===== config.mk =====
export PLATFORM = sky130hd
export DESIGN_NAME = ata_pio_host_sequencer_flat
export DESIGN_NICKNAME = d
export VERILOG_FILES = /design/src/hw/rtl/ahps_pkg.sv /design/src/hw/rtl/ahps_if.sv /design/src/hw/rtl/ata_pio_host_sequencer.sv /design/src/hw/rtl/ahps_front.sv /design/src/hw/rtl/ahps_queue.sv /design/src/hw/rtl/ahps_back.sv /design/src/flat_wrapper.sv
export VERILOG_INCLUDE_DIRS = /design/src /design/src/hw/rtl
export SDC_FILE = /design/constraint.sdc
export NUM_CORES = 1
export LEC_CHECK = 0
export BUFFER_PORTS_ARGS = -buffer_cell sky130_fd_sc_hd__buf_2
export CORE_MARGIN = 4
export CORE_UTILIZATION = 35
export CTS_BUF_LIST = sky130_fd_sc_hd__clkbuf_8
export DETAILED_ROUTE_END_ITERATION = 6
export PLACE_DENSITY_LB_ADDON = 0.15
export SYNTH_ARGS = -nofsm -noshare
export SYNTH_HDL_FRONTEND = slang
export SYNTH_SLANG_ARGS = --single-unit

===== constraint.sdc =====
create_clock -name clk -period 10.92 [get_ports clk]
set_clock_uncertainty 0.15 [all_clocks]
set_input_delay 0 -clock clk [delete_from_list [all_inputs] [get_ports clk]]
set_output_delay 0 -clock clk [all_outputs]
set_load 0.03 [all_outputs]

===== src/hw/rtl/ata_pio_host_sequencer_macros.svh =====
// assertion macros shared by the ata pio host sequencer rtl
`ifndef ATA_PIO_HOST_SEQUENCER_MACROS_SVH
`define ATA_PIO_HOST_SEQUENCER_MACROS_SVH

// same-cycle implication
`define AHPS_ASSERT_NOW(name, clk, rst_n, ante, cons) \
	name: assert property (@(posedge clk) disable iff (!rst_n) (ante) |-> (cons)) \
		else $error("ahps assertion failed");

// next-cycle implication
`define AHPS_ASSERT_NEXT(name, clk, rst_n, ante, cons) \
	name: assert property (@(posedge clk) disable iff (!rst_n) (ante) |=> (cons)) \
		else $error("ahps assertion failed");

`endif


===== src/hw/rtl/ahps_pkg.sv =====
// types, constants and result helpers of the ata pio host sequencer
`default_nettype none

package ahps_pkg;

	localparam int unsigned SECTOR_WORDS = 256;
	localparam int unsigned IDENT_WORDS  = 256;
	localparam int unsigned DELAY_READS  = 4;
	localparam int unsigned WIDX_W       = $clog2(IDENT_WORDS + 1);
	localparam int unsigned DELAY_W      = 3;
	localparam int unsigned QUEUE_DEPTH  = 4;
	localparam int unsigned QPTR_W       = $clog2(QUEUE_DEPTH);
	localparam int unsigned QCNT_W       = $clog2(QUEUE_DEPTH + 1);
	localparam int unsigned STEP_W       = 3;

	localparam logic [15:0] ST_BSY = 16'h0080;
	localparam logic [15:0] ST_DF  = 16'h0020;
	localparam logic [15:0] ST_DRQ = 16'h0008;
	localparam logic [15:0] ST_ERR = 16'h0001;

	localparam logic [2:0] REG_DATA    = 3'd0;
	localparam logic [2:0] REG_FEATURE = 3'd1;
	localparam logic [2:0] REG_COUNT   = 3'd2;
	localparam logic [2:0] REG_LBA_LO  = 3'd3;
	localparam logic [2:0] REG_LBA_MID = 3'd4;
	localparam logic [2:0] REG_LBA_HI  = 3'd5;
	localparam logic [2:0] REG_DRIVE   = 3'd6;
	localparam logic [2:0] REG_CMD     = 3'd7;
	localparam logic [2:0] REG_STATUS  = 3'd7;

	localparam logic [7:0] CMD_READ         = 8'h20;
	localparam logic [7:0] CMD_WRITE        = 8'h30;
	localparam logic [7:0] CMD_IDENTIFY     = 8'hEC;
	localparam logic [7:0] CMD_PKT_IDENTIFY = 8'hA1;
	localparam logic [7:0] CMD_FLUSH        = 8'hE7;

	localparam logic [7:0] DRV_LBA_MASTER = 8'hE0;
	localparam logic [7:0] DRV_LBA_SLAVE  = 8'hF0;
	localparam logic [7:0] DRV_CHS_MASTER = 8'hA0;
	localparam logic [7:0] DRV_CHS_SLAVE  = 8'hB0;
	localparam logic [7:0] LBA_TOP_MASK   = 8'h0F;

	typedef enum logic [2:0] {
		OP_START_READ   = 3'd0,
		OP_START_WRITE  = 3'd1,
		OP_IDENTIFY     = 3'd2,
		OP_PKT_IDENTIFY = 3'd3,
		OP_BUS_RESP     = 3'd4,
		OP_WRITE_WORD   = 3'd5
	} opcode_t;

	typedef enum logic [1:0] {
		KIND_READ      = 2'd0,
		KIND_WRITE     = 2'd1,
		KIND_IDENT     = 2'd2,
		KIND_PKT_IDENT = 2'd3
	} kind_t;

	typedef enum logic [1:0] {
		OC_OK       = 2'd0,
		OC_DEV_ERR  = 2'd1,
		OC_NO_DRIVE = 2'd2
	} outcome_t;

	typedef enum logic [3:0] {
		PH_IDLE,
		PH_SEL_DELAY,
		PH_POLL,
		PH_RD_DATA,
		PH_SECT_DELAY,
		PH_WR_WAIT,
		PH_ID_BSY,
		PH_ID_DRQ,
		PH_ID_ERR,
		PH_ID_DATA
	} phase_t;

	typedef enum logic [3:0] {
		ACT_SELECT,
		ACT_STATUS,
		ACT_SETUP_ID,
		ACT_SETUP_PKT,
		ACT_SETUP_RW,
		ACT_FINISH,
		ACT_DATA_READ,
		ACT_WORD_READ,
		ACT_WORD_STATUS,
		ACT_ID_LAST,
		ACT_WR_WORD,
		ACT_WR_SECT_END
	} act_t;

	typedef struct packed {
		act_t        act;
		logic [15:0] data;
		logic [7:0]  count;
		logic [23:0] addr;
		outcome_t    outcome;
	} act_desc_t;

	typedef struct packed {
		logic      valid;
		act_desc_t desc;
	} push_t;

	typedef struct packed {
		logic        req_valid;
		logic        req_write;
		logic [2:0]  req_offset;
		logic        req_wide;
		logic [15:0] req_data;
		logic        word_valid;
		logic [15:0] word_out;
		logic        done_res;
		logic [1:0]  outcome;
		logic        last;
	} result_t;

	function automatic result_t res_wr8(input logic [2:0] off, input logic [7:0] val);
		result_t r;
		r = '0;
		r.req_valid  = 1'b1;
		r.req_write  = 1'b1;
		r.req_offset = off;
		r.req_data   = {8'h00, val};
		return r;
	endfunction

	function automatic result_t res_wr16(input logic [2:0] off, input logic [15:0] val);
		result_t r;
		r = '0;
		r.req_valid  = 1'b1;
		r.req_write  = 1'b1;
		r.req_offset = off;
		r.req_wide   = 1'b1;
		r.req_data   = val;
		return r;
	endfunction

	function automatic result_t res_status();
		result_t r;
		r = '0;
		r.req_valid  = 1'b1;
		r.req_offset = REG_STATUS;
		return r;
	endfunction

	function automatic result_t res_data_read();
		result_t r;
		r = '0;
		r.req_valid  = 1'b1;
		r.req_offset = REG_DATA;
		r.req_wide   = 1'b1;
		return r;
	endfunction

	function automatic result_t res_word(input logic [15:0] w, input logic done);
		result_t r;
		r = '0;
		r.word_valid = 1'b1;
		r.word_out   = w;
		r.done_res   = done;
		return r;
	endfunction

	function automatic result_t res_done(input outcome_t oc);
		result_t r;
		r = '0;
		r.done_res = 1'b1;
		r.outcome  = oc;
		return r;
	endfunction

endpackage

`default_nettype wire


===== src/hw/rtl/ahps_if.sv =====
// item and result channel interfaces of the ata pio host sequencer
`default_nettype none

interface ahps_item_if;
	logic        valid;
	logic        ready;
	logic [2:0]  opcode;
	logic        drive_slave;
	logic [27:0] block_address;
	logic [7:0]  sector_total;
	logic [15:0] data_in;

	modport source (output valid, opcode, drive_slave, block_address, sector_total, data_in,
		input ready);
	modport sink (input valid, opcode, drive_slave, block_address, sector_total, data_in,
		output ready);
endinterface

interface ahps_result_if;
	logic        valid;
	logic        ready;
	logic        req_valid;
	logic        req_write;
	logic [2:0]  req_offset;
	logic        req_wide;
	logic [15:0] req_data;
	logic        word_valid;
	logic [15:0] word_out;
	logic        done_res;
	logic [1:0]  outcome;
	logic        last;

	modport source (output valid, req_valid, req_write, req_offset, req_wide, req_data,
		word_valid, word_out, done_res, outcome, last, input ready);
	modport sink (input valid, req_valid, req_write, req_offset, req_wide, req_data,
		word_valid, word_out, done_res, outcome, last, output ready);
endinterface

`default_nettype wire


===== src/hw/rtl/ata_pio_host_sequencer.sv =====
// top level of the ata pio host sequencer: front end, action queue, back end
// an item is taken every cycle while the four-entry action queue has room
// its action, if any, passes the queue and then the output register as results;
// results leave one per cycle unless result.ready stalls them; a queued action pops
// with its last result; reset idles phase machine, empties queue and output register
`default_nettype none

module ata_pio_host_sequencer (
	input  wire logic        clk,
	input  wire logic        arst_n,
	ahps_item_if.sink        item,
	ahps_result_if.source    result
);

	ahps_pkg::push_t      push;
	ahps_pkg::act_desc_t  head;
	logic                 q_valid;
	logic                 q_full;
	logic                 pop;

	ahps_front u_front (
		.clk    (clk),
		.arst_n (arst_n),
		.item   (item),
		.q_full (q_full),
		.push   (push)
	);

	ahps_queue u_queue (
		.clk     (clk),
		.arst_n  (arst_n),
		.push    (push),
		.pop     (pop),
		.q_valid (q_valid),
		.head    (head),
		.full    (q_full)
	);

	ahps_back u_back (
		.clk     (clk),
		.arst_n  (arst_n),
		.q_valid (q_valid),
		.head    (head),
		.pop     (pop),
		.result  (result)
	);

endmodule

`default_nettype wire


===== src/hw/rtl/ahps_front.sv =====
// front end: takes items, runs the command phase machine, queues actions
`default_nettype none
`include "ata_pio_host_sequencer_macros.svh"

module ahps_front (
	input  wire logic           clk,
	input  wire logic           arst_n,
	ahps_item_if.sink           item,
	input  wire logic           q_full,
	output ahps_pkg::push_t     push
);

	ahps_pkg::phase_t                  phase_q, phase_d;
	ahps_pkg::kind_t                   kind_q, kind_d;
	logic [23:0]                       addr_q, addr_d;
	logic [7:0]                        sectors_q, sectors_d;
	logic [ahps_pkg::WIDX_W-1:0]       word_idx_q, word_idx_d;
	logic [ahps_pkg::DELAY_W-1:0]      delay_q, delay_d;

	logic                              take;
	logic [15:0]                       v;
	logic                              st_go;
	logic                              st_fail;
	logic                              st_drq;
	logic                              st_err;
	logic                              st_bsy;
	logic [ahps_pkg::DELAY_W-1:0]      delay_dec;
	logic [ahps_pkg::WIDX_W-1:0]       widx_inc;
	logic                              sect_end;
	logic                              id_end;
	logic                              ident_kind;
	logic [7:0]                        sel_lba;
	logic [7:0]                        sel_chs;

	assign item.ready = !q_full;
	assign take       = item.valid && item.ready;
	assign v          = item.data_in;

	assign st_bsy     = (v & ahps_pkg::ST_BSY) != 16'h0000;
	assign st_drq     = (v & ahps_pkg::ST_DRQ) != 16'h0000;
	assign st_err     = (v & ahps_pkg::ST_ERR) != 16'h0000;
	assign st_fail    = st_err || ((v & ahps_pkg::ST_DF) != 16'h0000);
	assign st_go      = !st_bsy || st_drq;
	assign delay_dec  = delay_q - 1'b1;
	assign widx_inc   = word_idx_q + 1'b1;
	assign sect_end   = widx_inc >= ahps_pkg::WIDX_W'(ahps_pkg::SECTOR_WORDS);
	assign id_end     = widx_inc >= ahps_pkg::WIDX_W'(ahps_pkg::IDENT_WORDS);
	assign ident_kind = (kind_q == ahps_pkg::KIND_IDENT) || (kind_q == ahps_pkg::KIND_PKT_IDENT);
	assign sel_lba    = (item.drive_slave ? ahps_pkg::DRV_LBA_SLAVE : ahps_pkg::DRV_LBA_MASTER)
		| ({4'h0, item.block_address[27:24]} & ahps_pkg::LBA_TOP_MASK);
	assign sel_chs    = item.drive_slave ? ahps_pkg::DRV_CHS_SLAVE : ahps_pkg::DRV_CHS_MASTER;

	// next state
	always_comb begin
		phase_d    = phase_q;
		kind_d     = kind_q;
		addr_d     = addr_q;
		sectors_d  = sectors_q;
		word_idx_d = word_idx_q;
		delay_d    = delay_q;
		if (take) begin
			case (item.opcode)
				ahps_pkg::OP_START_READ, ahps_pkg::OP_START_WRITE,
				ahps_pkg::OP_IDENTIFY, ahps_pkg::OP_PKT_IDENTIFY: begin
					if (phase_q == ahps_pkg::PH_IDLE) begin
						kind_d     = ahps_pkg::kind_t'(item.opcode[1:0]);
						word_idx_d = '0;
						phase_d    = ahps_pkg::PH_SEL_DELAY;
						delay_d    = ahps_pkg::DELAY_W'(ahps_pkg::DELAY_READS);
						if (!item.opcode[1]) begin
							addr_d    = item.block_address[23:0];
							sectors_d = item.sector_total;
						end
					end
				end
				ahps_pkg::OP_BUS_RESP: begin
					case (phase_q)
						ahps_pkg::PH_SEL_DELAY, ahps_pkg::PH_SECT_DELAY: begin
							delay_d = delay_dec;
							if (delay_dec == '0) begin
								if (phase_q == ahps_pkg::PH_SEL_DELAY && ident_kind) begin
									phase_d = ahps_pkg::PH_ID_BSY;
								end else begin
									phase_d = ahps_pkg::PH_POLL;
								end
							end
						end
						ahps_pkg::PH_POLL: begin
							if (st_go) begin
								if (sectors_q == 8'h00) begin
									phase_d = ahps_pkg::PH_IDLE;
								end else begin
									word_idx_d = '0;
									phase_d = (kind_q == ahps_pkg::KIND_READ) ?
										ahps_pkg::PH_RD_DATA : ahps_pkg::PH_WR_WAIT;
								end
							end else if (st_fail) begin
								phase_d = ahps_pkg::PH_IDLE;
							end
						end
						ahps_pkg::PH_RD_DATA: begin
							if (sect_end) begin
								word_idx_d = '0;
								sectors_d  = sectors_q - 1'b1;
								phase_d    = ahps_pkg::PH_SECT_DELAY;
								delay_d    = ahps_pkg::DELAY_W'(ahps_pkg::DELAY_READS);
							end else begin
								word_idx_d = widx_inc;
							end
						end
						ahps_pkg::PH_ID_BSY: begin
							if (v == 16'h0000) begin
								phase_d = ahps_pkg::PH_IDLE;
							end else if (!st_bsy) begin
								phase_d = ahps_pkg::PH_ID_DRQ;
							end
						end
						ahps_pkg::PH_ID_DRQ: begin
							if (st_drq) begin
								phase_d = ahps_pkg::PH_ID_ERR;
							end else if (st_fail) begin
								phase_d = ahps_pkg::PH_IDLE;
							end
						end
						ahps_pkg::PH_ID_ERR: begin
							if (st_err) begin
								phase_d = ahps_pkg::PH_IDLE;
							end else begin
								word_idx_d = '0;
								phase_d    = ahps_pkg::PH_ID_DATA;
							end
						end
						ahps_pkg::PH_ID_DATA: begin
							if (id_end) begin
								word_idx_d = '0;
								phase_d    = ahps_pkg::PH_IDLE;
							end else begin
								word_idx_d = widx_inc;
							end
						end
						default: begin
						end
					endcase
				end
				ahps_pkg::OP_WRITE_WORD: begin
					if (phase_q == ahps_pkg::PH_WR_WAIT) begin
						if (sect_end) begin
							word_idx_d = '0;
							sectors_d  = sectors_q - 1'b1;
							phase_d    = ahps_pkg::PH_SECT_DELAY;
							delay_d    = ahps_pkg::DELAY_W'(ahps_pkg::DELAY_READS);
						end else begin
							word_idx_d = widx_inc;
						end
					end
				end
				default: begin
				end
			endcase
		end
	end

	// queued action
	always_comb begin
		push = '0;
		push.desc.data = v;
		if (take) begin
			case (item.opcode)
				ahps_pkg::OP_START_READ, ahps_pkg::OP_START_WRITE: begin
					push.valid     = phase_q == ahps_pkg::PH_IDLE;
					push.desc.act  = ahps_pkg::ACT_SELECT;
					push.desc.data = {8'h00, sel_lba};
				end
				ahps_pkg::OP_IDENTIFY, ahps_pkg::OP_PKT_IDENTIFY: begin
					push.valid     = phase_q == ahps_pkg::PH_IDLE;
					push.desc.act  = ahps_pkg::ACT_SELECT;
					push.desc.data = {8'h00, sel_chs};
				end
				ahps_pkg::OP_BUS_RESP: begin
					push.valid = 1'b1;
					case (phase_q)
						ahps_pkg::PH_SEL_DELAY, ahps_pkg::PH_SECT_DELAY: begin
							push.desc.act = ahps_pkg::ACT_STATUS;
							if (delay_dec == '0 && phase_q == ahps_pkg::PH_SEL_DELAY) begin
								case (kind_q)
									ahps_pkg::KIND_IDENT: begin
										push.desc.act = ahps_pkg::ACT_SETUP_ID;
									end
									ahps_pkg::KIND_PKT_IDENT: begin
										push.desc.act = ahps_pkg::ACT_SETUP_PKT;
									end
									default: begin
										push.desc.act   = ahps_pkg::ACT_SETUP_RW;
										push.desc.count = sectors_q;
										push.desc.addr  = addr_q;
										push.desc.data  = {8'h00,
											(kind_q == ahps_pkg::KIND_READ) ?
											ahps_pkg::CMD_READ : ahps_pkg::CMD_WRITE};
									end
								endcase
							end
						end
						ahps_pkg::PH_POLL: begin
							if (st_go) begin
								if (sectors_q == 8'h00) begin
									push.desc.act     = ahps_pkg::ACT_FINISH;
									push.desc.outcome = ahps_pkg::OC_OK;
								end else if (kind_q == ahps_pkg::KIND_READ) begin
									push.desc.act = ahps_pkg::ACT_DATA_READ;
								end else begin
									push.valid = 1'b0;
								end
							end else if (st_fail) begin
								push.desc.act     = ahps_pkg::ACT_FINISH;
								push.desc.outcome = ahps_pkg::OC_DEV_ERR;
							end else begin
								push.desc.act = ahps_pkg::ACT_STATUS;
							end
						end
						ahps_pkg::PH_RD_DATA: begin
							push.desc.act = sect_end ?
								ahps_pkg::ACT_WORD_STATUS : ahps_pkg::ACT_WORD_READ;
						end
						ahps_pkg::PH_ID_BSY: begin
							if (v == 16'h0000) begin
								push.desc.act     = ahps_pkg::ACT_FINISH;
								push.desc.outcome = ahps_pkg::OC_NO_DRIVE;
							end else begin
								push.desc.act = ahps_pkg::ACT_STATUS;
							end
						end
						ahps_pkg::PH_ID_DRQ: begin
							if (!st_drq && st_fail) begin
								push.desc.act     = ahps_pkg::ACT_FINISH;
								push.desc.outcome = ahps_pkg::OC_DEV_ERR;
							end else begin
								push.desc.act = ahps_pkg::ACT_STATUS;
							end
						end
						ahps_pkg::PH_ID_ERR: begin
							if (st_err) begin
								push.desc.act     = ahps_pkg::ACT_FINISH;
								push.desc.outcome = ahps_pkg::OC_DEV_ERR;
							end else begin
								push.desc.act = ahps_pkg::ACT_DATA_READ;
							end
						end
						ahps_pkg::PH_ID_DATA: begin
							push.desc.act = id_end ?
								ahps_pkg::ACT_ID_LAST : ahps_pkg::ACT_WORD_READ;
						end
						default: begin
							push.valid = 1'b0;
						end
					endcase
				end
				ahps_pkg::OP_WRITE_WORD: begin
					push.valid    = phase_q == ahps_pkg::PH_WR_WAIT;
					push.desc.act = sect_end ?
						ahps_pkg::ACT_WR_SECT_END : ahps_pkg::ACT_WR_WORD;
				end
				default: begin
				end
			endcase
		end
	end

	always_ff @(posedge clk or negedge arst_n) begin
		if (!arst_n) begin
			phase_q    <= ahps_pkg::PH_IDLE;
			kind_q     <= ahps_pkg::KIND_READ;
			addr_q     <= '0;
			sectors_q  <= '0;
			word_idx_q <= '0;
			delay_q    <= '0;
		end else begin
			phase_q    <= phase_d;
			kind_q     <= kind_d;
			addr_q     <= addr_d;
			sectors_q  <= sectors_d;
			word_idx_q <= word_idx_d;
			delay_q    <= delay_d;
		end
	end

	`AHPS_ASSERT_NOW(a_widx_range, clk, arst_n, 1'b1,
		word_idx_q < ahps_pkg::WIDX_W'(ahps_pkg::IDENT_WORDS))
	`AHPS_ASSERT_NOW(a_wr_wait_has_sector, clk, arst_n,
		phase_q == ahps_pkg::PH_WR_WAIT, sectors_q != 8'h00)

endmodule

`default_nettype wire


===== src/hw/rtl/ahps_queue.sv =====
// short action queue between front and back ends
`default_nettype none
`include "ata_pio_host_sequencer_macros.svh"

module ahps_queue (
	input  wire logic                clk,
	input  wire logic                arst_n,
	input  wire ahps_pkg::push_t     push,
	input  wire logic                pop,
	output logic                     q_valid,
	output ahps_pkg::act_desc_t      head,
	output logic                     full
);

	ahps_pkg::act_desc_t                slots_q [ahps_pkg::QUEUE_DEPTH];
	logic [ahps_pkg::QPTR_W-1:0]        wr_ptr_q;
	logic [ahps_pkg::QPTR_W-1:0]        rd_ptr_q;
	logic [ahps_pkg::QCNT_W-1:0]        count_q;

	assign q_valid = count_q != '0;
	assign full    = count_q == ahps_pkg::QCNT_W'(ahps_pkg::QUEUE_DEPTH);
	assign head    = slots_q[rd_ptr_q];

	always_ff @(posedge clk) begin
		if (push.valid) begin
			slots_q[wr_ptr_q] <= push.desc;
		end
	end

	always_ff @(posedge clk or negedge arst_n) begin
		if (!arst_n) begin
			wr_ptr_q <= '0;
			rd_ptr_q <= '0;
			count_q  <= '0;
		end else begin
			if (push.valid) begin
				wr_ptr_q <= wr_ptr_q + 1'b1;
			end
			if (pop) begin
				rd_ptr_q <= rd_ptr_q + 1'b1;
			end
			case ({push.valid, pop})
				2'b10:   count_q <= count_q + 1'b1;
				2'b01:   count_q <= count_q - 1'b1;
				default: count_q <= count_q;
			endcase
		end
	end

	`AHPS_ASSERT_NOW(a_no_push_when_full, clk, arst_n, push.valid, !full)
	`AHPS_ASSERT_NOW(a_no_pop_when_empty, clk, arst_n, pop, q_valid)

endmodule

`default_nettype wire


===== src/hw/rtl/ahps_back.sv =====
// back end: expands queued actions into results behind an output register
`default_nettype none
`include "ata_pio_host_sequencer_macros.svh"

module ahps_back (
	input  wire logic                  clk,
	input  wire logic                  arst_n,
	input  wire logic                  q_valid,
	input  wire ahps_pkg::act_desc_t   head,
	output logic                       pop,
	ahps_result_if.source              result
);

	logic [ahps_pkg::STEP_W-1:0]  step_q;
	logic                         out_valid_q;
	ahps_pkg::result_t            res_q;
	ahps_pkg::result_t            res;
	logic                         is_last;
	logic                         advance;

	always_comb begin
		res     = '0;
		is_last = 1'b1;
		case (head.act)
			ahps_pkg::ACT_SELECT: begin
				res = (step_q == '0) ? ahps_pkg::res_wr8(ahps_pkg::REG_DRIVE, head.data[7:0])
					: ahps_pkg::res_status();
				is_last = step_q == 3'd1;
			end
			ahps_pkg::ACT_STATUS: begin
				res = ahps_pkg::res_status();
			end
			ahps_pkg::ACT_SETUP_ID: begin
				if (step_q < 3'd4) begin
					res = ahps_pkg::res_wr8(3'(ahps_pkg::REG_COUNT + step_q), 8'h00);
				end else if (step_q == 3'd4) begin
					res = ahps_pkg::res_wr8(ahps_pkg::REG_CMD, ahps_pkg::CMD_IDENTIFY);
				end else begin
					res = ahps_pkg::res_status();
				end
				is_last = step_q == 3'd5;
			end
			ahps_pkg::ACT_SETUP_PKT: begin
				res = (step_q == '0) ?
					ahps_pkg::res_wr8(ahps_pkg::REG_CMD, ahps_pkg::CMD_PKT_IDENTIFY)
					: ahps_pkg::res_status();
				is_last = step_q == 3'd1;
			end
			ahps_pkg::ACT_SETUP_RW: begin
				case (step_q)
					3'd0:    res = ahps_pkg::res_wr8(ahps_pkg::REG_FEATURE, 8'h00);
					3'd1:    res = ahps_pkg::res_wr8(ahps_pkg::REG_COUNT, head.count);
					3'd2:    res = ahps_pkg::res_wr8(ahps_pkg::REG_LBA_LO, head.addr[7:0]);
					3'd3:    res = ahps_pkg::res_wr8(ahps_pkg::REG_LBA_MID, head.addr[15:8]);
					3'd4:    res = ahps_pkg::res_wr8(ahps_pkg::REG_LBA_HI, head.addr[23:16]);
					3'd5:    res = ahps_pkg::res_wr8(ahps_pkg::REG_CMD, head.data[7:0]);
					default: res = ahps_pkg::res_status();
				endcase
				is_last = step_q == 3'd6;
			end
			ahps_pkg::ACT_FINISH: begin
				res = ahps_pkg::res_done(head.outcome);
			end
			ahps_pkg::ACT_DATA_READ: begin
				res = ahps_pkg::res_data_read();
			end
			ahps_pkg::ACT_WORD_READ: begin
				res = (step_q == '0) ? ahps_pkg::res_word(head.data, 1'b0)
					: ahps_pkg::res_data_read();
				is_last = step_q == 3'd1;
			end
			ahps_pkg::ACT_WORD_STATUS: begin
				res = (step_q == '0) ? ahps_pkg::res_word(head.data, 1'b0)
					: ahps_pkg::res_status();
				is_last = step_q == 3'd1;
			end
			ahps_pkg::ACT_ID_LAST: begin
				res = ahps_pkg::res_word(head.data, 1'b1);
			end
			ahps_pkg::ACT_WR_WORD: begin
				res = ahps_pkg::res_wr16(ahps_pkg::REG_DATA, head.data);
			end
			ahps_pkg::ACT_WR_SECT_END: begin
				case (step_q)
					3'd0:    res = ahps_pkg::res_wr16(ahps_pkg::REG_DATA, head.data);
					3'd1:    res = ahps_pkg::res_wr16(ahps_pkg::REG_CMD,
						{8'h00, ahps_pkg::CMD_FLUSH});
					default: res = ahps_pkg::res_status();
				endcase
				is_last = step_q == 3'd2;
			end
			default: begin
			end
		endcase
		res.last = is_last;
	end

	assign advance = q_valid && (!out_valid_q || result.ready);
	assign pop     = advance && is_last;

	always_ff @(posedge clk) begin
		if (advance) begin
			res_q <= res;
		end
	end

	always_ff @(posedge clk or negedge arst_n) begin
		if (!arst_n) begin
			out_valid_q <= 1'b0;
			step_q      <= '0;
		end else begin
			if (advance) begin
				out_valid_q <= 1'b1;
				step_q      <= is_last ? '0 : step_q + 1'b1;
			end else if (result.ready) begin
				out_valid_q <= 1'b0;
			end
		end
	end

	assign result.valid      = out_valid_q;
	assign result.req_valid  = res_q.req_valid;
	assign result.req_write  = res_q.req_write;
	assign result.req_offset = res_q.req_offset;
	assign result.req_wide   = res_q.req_wide;
	assign result.req_data   = res_q.req_data;
	assign result.word_valid = res_q.word_valid;
	assign result.word_out   = res_q.word_out;
	assign result.done_res   = res_q.done_res;
	assign result.outcome    = res_q.outcome;
	assign result.last       = res_q.last;

	`AHPS_ASSERT_NEXT(a_step_clears_on_pop, clk, arst_n, pop, step_q == '0)
	`AHPS_ASSERT_NOW(a_step_only_multi, clk, arst_n, q_valid && step_q != '0,
		head.act == ahps_pkg::ACT_SELECT || head.act == ahps_pkg::ACT_SETUP_ID ||
		head.act == ahps_pkg::ACT_SETUP_PKT || head.act == ahps_pkg::ACT_SETUP_RW ||
		head.act == ahps_pkg::ACT_WORD_READ || head.act == ahps_pkg::ACT_WORD_STATUS ||
		head.act == ahps_pkg::ACT_WR_SECT_END)

endmodule

`default_nettype wire

===== src/flat_wrapper.sv =====
// flat-port wrapper written by rule: the top's interface ports become plain ports
module ata_pio_host_sequencer_flat 
  (clk, arst_n, item_valid, item_opcode, item_drive_slave, item_block_address, item_sector_total, item_data_in, item_ready, result_valid, result_req_valid, result_req_write, result_req_offset, result_req_wide, result_req_data, result_word_valid, result_word_out, result_done_res, result_outcome, result_last, result_ready);
  ahps_item_if item_i ();
  ahps_result_if result_i ();
  input  wire logic clk;
  input  wire logic arst_n;
  input wire logic [$bits(item_i.valid)-1:0] item_valid;
  input wire logic [$bits(item_i.opcode)-1:0] item_opcode;
  input wire logic [$bits(item_i.drive_slave)-1:0] item_drive_slave;
  input wire logic [$bits(item_i.block_address)-1:0] item_block_address;
  input wire logic [$bits(item_i.sector_total)-1:0] item_sector_total;
  input wire logic [$bits(item_i.data_in)-1:0] item_data_in;
  output wire logic [$bits(item_i.ready)-1:0] item_ready;
  output wire logic [$bits(result_i.valid)-1:0] result_valid;
  output wire logic [$bits(result_i.req_valid)-1:0] result_req_valid;
  output wire logic [$bits(result_i.req_write)-1:0] result_req_write;
  output wire logic [$bits(result_i.req_offset)-1:0] result_req_offset;
  output wire logic [$bits(result_i.req_wide)-1:0] result_req_wide;
  output wire logic [$bits(result_i.req_data)-1:0] result_req_data;
  output wire logic [$bits(result_i.word_valid)-1:0] result_word_valid;
  output wire logic [$bits(result_i.word_out)-1:0] result_word_out;
  output wire logic [$bits(result_i.done_res)-1:0] result_done_res;
  output wire logic [$bits(result_i.outcome)-1:0] result_outcome;
  output wire logic [$bits(result_i.last)-1:0] result_last;
  input wire logic [$bits(result_i.ready)-1:0] result_ready;
  assign item_i.valid = item_valid;
  assign item_i.opcode = item_opcode;
  assign item_i.drive_slave = item_drive_slave;
  assign item_i.block_address = item_block_address;
  assign item_i.sector_total = item_sector_total;
  assign item_i.data_in = item_data_in;
  assign item_ready = item_i.ready;
  assign result_valid = result_i.valid;
  assign result_req_valid = result_i.req_valid;
  assign result_req_write = result_i.req_write;
  assign result_req_offset = result_i.req_offset;
  assign result_req_wide = result_i.req_wide;
  assign result_req_data = result_i.req_data;
  assign result_word_valid = result_i.word_valid;
  assign result_word_out = result_i.word_out;
  assign result_done_res = result_i.done_res;
  assign result_outcome = result_i.outcome;
  assign result_last = result_i.last;
  assign result_i.ready = result_ready;
  ata_pio_host_sequencer u_core (.clk(clk), .arst_n(arst_n), .item(item_i), .result(result_i));
endmodule

==> flow_summary.yaml <==
critical_path:
  worstPathRequired_ns: 11.27
  start_kind: "flip-flop"
  max_stage_delay_ns: 1.01
  cp_slowest_cell: "dfrtp_4"
  cp.arrival_ns: 4.95
  crit_chain: "mux4_1 > nor2b_1 > o21ai_0 > a221o_1 > and2_1 > ha_1 > fa_1 > xnor2_1 > nor2_1 > xor2_1"
  path_max_fanout: 56
  end_kind: "flip-flop"
  path_class: "reg2reg"
placed_design:
  portBuffers: 104
  dpl_cell_area_um2: 15200
  place_congestion: 0.847
  hpwl_mm: 21.7
timing:
  fmax_mhz: 217
  drv_slew: 0
  tightest_slew_ns: 1.04
  hold_violations: 0
  hold_slack_ns: 0.0494
  finalCritPeriodShare: 0.421
  fin_tns_setup_ns: 0
  setup_viol: 0
  slew_headroom: 0.306
  rsz0062_at_grt: "no"
  period_minus_slack_ns: 4.60
routing:
  vias: 8922
  antenna_left: 0
  routedWlPerCell_um: 19.8
  first_iter_violations: 510
  routed_wirelength_mm: 34.3
  viasPerCell: 5.15
  firstDrtPassIters: 6
  drcViolationCount: 0
grt:
  grt_pass1_wl_mm: 54.3
  gr-usage-all-layers: 0.158
  first_global_vias: 9279
  grt_start_max_net_pins: 62
  overflow: 0
  antenna_found_initial: 1
power:
  combPwrFrac: 0.328
  power.total_mw: 4.02
  p_leak_nw: 6.23
  switching_share: 0.352
  seqPwrFrac: 0.441
  worst_ir_drop_vdd_mv: 0.0907
  p_per_area_nw_per_um2: 237
  power.internal_mw: 2.60
  p_switching_mw: 1.41
  power.share.clock: 0.232
cells_and_area:
  n_antenna_cell: 0
  post-route-util: 0.426
  area_delta_synth_final_pct: 20.2
  num-fill-cells: 3708
  final_net_count: 1241
  multi_input_area_um2: 4530
  drive_gt1_frac: 0.224
  design_area_um2: 17000
  seq_area_um2: 9310
synth:
  seq_area_frac_synth: 0.658
  synth_nets: 1036
  synth_edf_count: 259
  syn_area_um2: 14100
  ys_ff_latch: 320
  syn_inst: 961
  yosys_warnings: 0
  yosys.cell_types.count: 64
  async_reset_ff_frac: 0.191
  ys.flop_type: "edfxtp_1"
  syn_avg_cell_area_um2: 14.7
run:
  drv_cap: 0
clock_network:
  cts_tree: "built"
  cts_buffer_depth: 3
  clock_sinks: 320
  cts_setup_buffers: 0
  clk_latency_ns: 0.62
  cts-root-buf: "clkbuf_8"
  cts_buffers: 53
  htreeDepth: 2
  clkTransAtPathRegs_ns: 0.06
outcome:
  status: "finished, final reports clean"
die:
  die_w_um: 209
  pin_count: 105
  start_util: 0.355
  dieHeight_um: 209
  core_area_um2: 39800
  die_area_um2: 43700
  rows: 73
worst_hold_path:
  hold_class: "in2reg"
-- timing repair --
| action | CTS | global route |
|---|---|---|
| resized for setup | 0 | 0 |
| hold buffers | 89 | 0 |
| hold endpoints to repair | 204 | 0 |
-- cell type report --
| type | count | share of cell area |
|---|---|---|
| sequential | 320 | 0.548 |
| clock inverter | 43 | 0.0104 |
| multi-input combinational | 569 | 0.267 |
| timing repair buffer | 201 | 0.0867 |
| clock buffer | 55 | 0.0446 |
| tap | 525 | 0.0387 |
| inverter | 21 | 0.00464 |
-- per-layer routing --
metal | GRT usage | vias up | share of wire
li1 | - | 4141 | -
met1 | 0.214 | 4502 | 0.45
met2 | 0.264 | 219 | 0.49
met3 | 0.0257 | 60 | 0.041
met4 | 0.0520 | 0 | 0.025
met5 | 0 | - | 0
-- cell usage after synthesis (18+ instances only) --
library cell  number  share of area
edfxtp_1         259           0.55
nand2_1           70          0.019
and2_1            63          0.028
dfrtp_1           61           0.11
mux4_2            54          0.086
o21ai_0           46          0.016
nor2_1            44          0.012
a21oi_1           30          0.011
clkbuf_1          28         0.0074
mux2_2            27          0.022
inv_1             21         0.0056
nor3_1            21         0.0074
nand3_1           18         0.0064
-- stage by stage --
stage | worst slack (ns) | instances
3_3_place_gp | 6.35 | 1547
3_5_place_dp | 6.28 | 1547
5_1_grt | 6.05 | 1734
6_report | 6.32 | 1734
2_1_floorplan | 7.14 | 961
4_1_cts | 6.27 | 1734
-- worst max-delay path: cells and delay by family (launching register included) --
kind	cells	cell delay, ns
AND/OR/NAND/NOR	3	1.04
flip-flops	1	1.01
AO/OA/AOI/OAI	2	0.69
adder cells (fa/ha/maj)	2	0.69
multiplexers	1	0.59
XOR/XNOR	2	0.30
-- state kept, by name, summed over array words and instances (netlist names), 3 cells and up --
signal                           cells
u_core.u_back.result.req_data       16
u_core.u_back.result.req_offset      3
u_core.u_back.result.word_out       16
u_core.u_back.step_q                 3
u_core.u_front.addr_q               24
u_core.u_front.delay_q               3
u_core.u_front.phase_q               4
u_core.u_front.sectors_q             8
u_core.u_front.word_idx_q            9
u_core.u_queue.count_q               3
u_core.u_queue.slots_q             216
-- worst paths after layout --
path	endpoint	slack, ns	start	depth (start not counted)
min in group asynchronous	u_core.u_front.delay_q[1]	0.51	arst_n	4
worst min-delay path	u_core.u_front.addr_q[12]	0.05	item_block_address[12]	3
worst min register to register	u_core.u_queue.count_q[2]	0.34	u_core.u_queue.count_q[2]	1
worst max register to register	u_core.u_queue.count_q[2]	6.32	u_core.u_queue.rd_ptr_q[1]	10
max in group asynchronous	u_core.u_queue.rd_ptr_q[1]	9.44	arst_n	4
worst max-delay path	u_core.u_queue.count_q[2]	6.32	u_core.u_queue.rd_ptr_q[1]	10
-- cell families (layout without fill, tap and decap cells) --
group,Yosys count,count (layout),synth area share
compound gates,170,170,0.0811
xor+xnor,8,8,0.00496
fa+ha+maj,15,15,0.0138
buf+inv,72,320,0.0219
flops,320,320,0.658
mux,85,85,0.112
simple gates,291,291,0.108
-- layout by cell type (no fill, tap or decap), drive strengths merged, types with 14 or more instances in the layout --
cell / count
mux2: 27
dlygate4sd3: 89
mux4: 55
a21oi: 30
ha: 14
inv: 44
nor3: 21
nand3: 18
clkbuf: 55
a22oi: 14
o31ai: 14
and2: 64
nor2: 45
dfrtp: 61
o21ai: 48
clkinv: 18
buf: 112
nand2: 70
edfxtp: 259
-- power by group through the flow --
stage                     Sequential (mW)  Clock (mW)  Combinational, mW
after floorplan                      1.84           0              0.869
after global placement               1.80           0               1.29
after detailed placement             1.80           0               1.30
after CTS                            1.78       0.969               1.33
after global routing                 1.81        1.03               1.44
final                                1.77       0.931               1.32
Power figures use the tool's default switching activity.
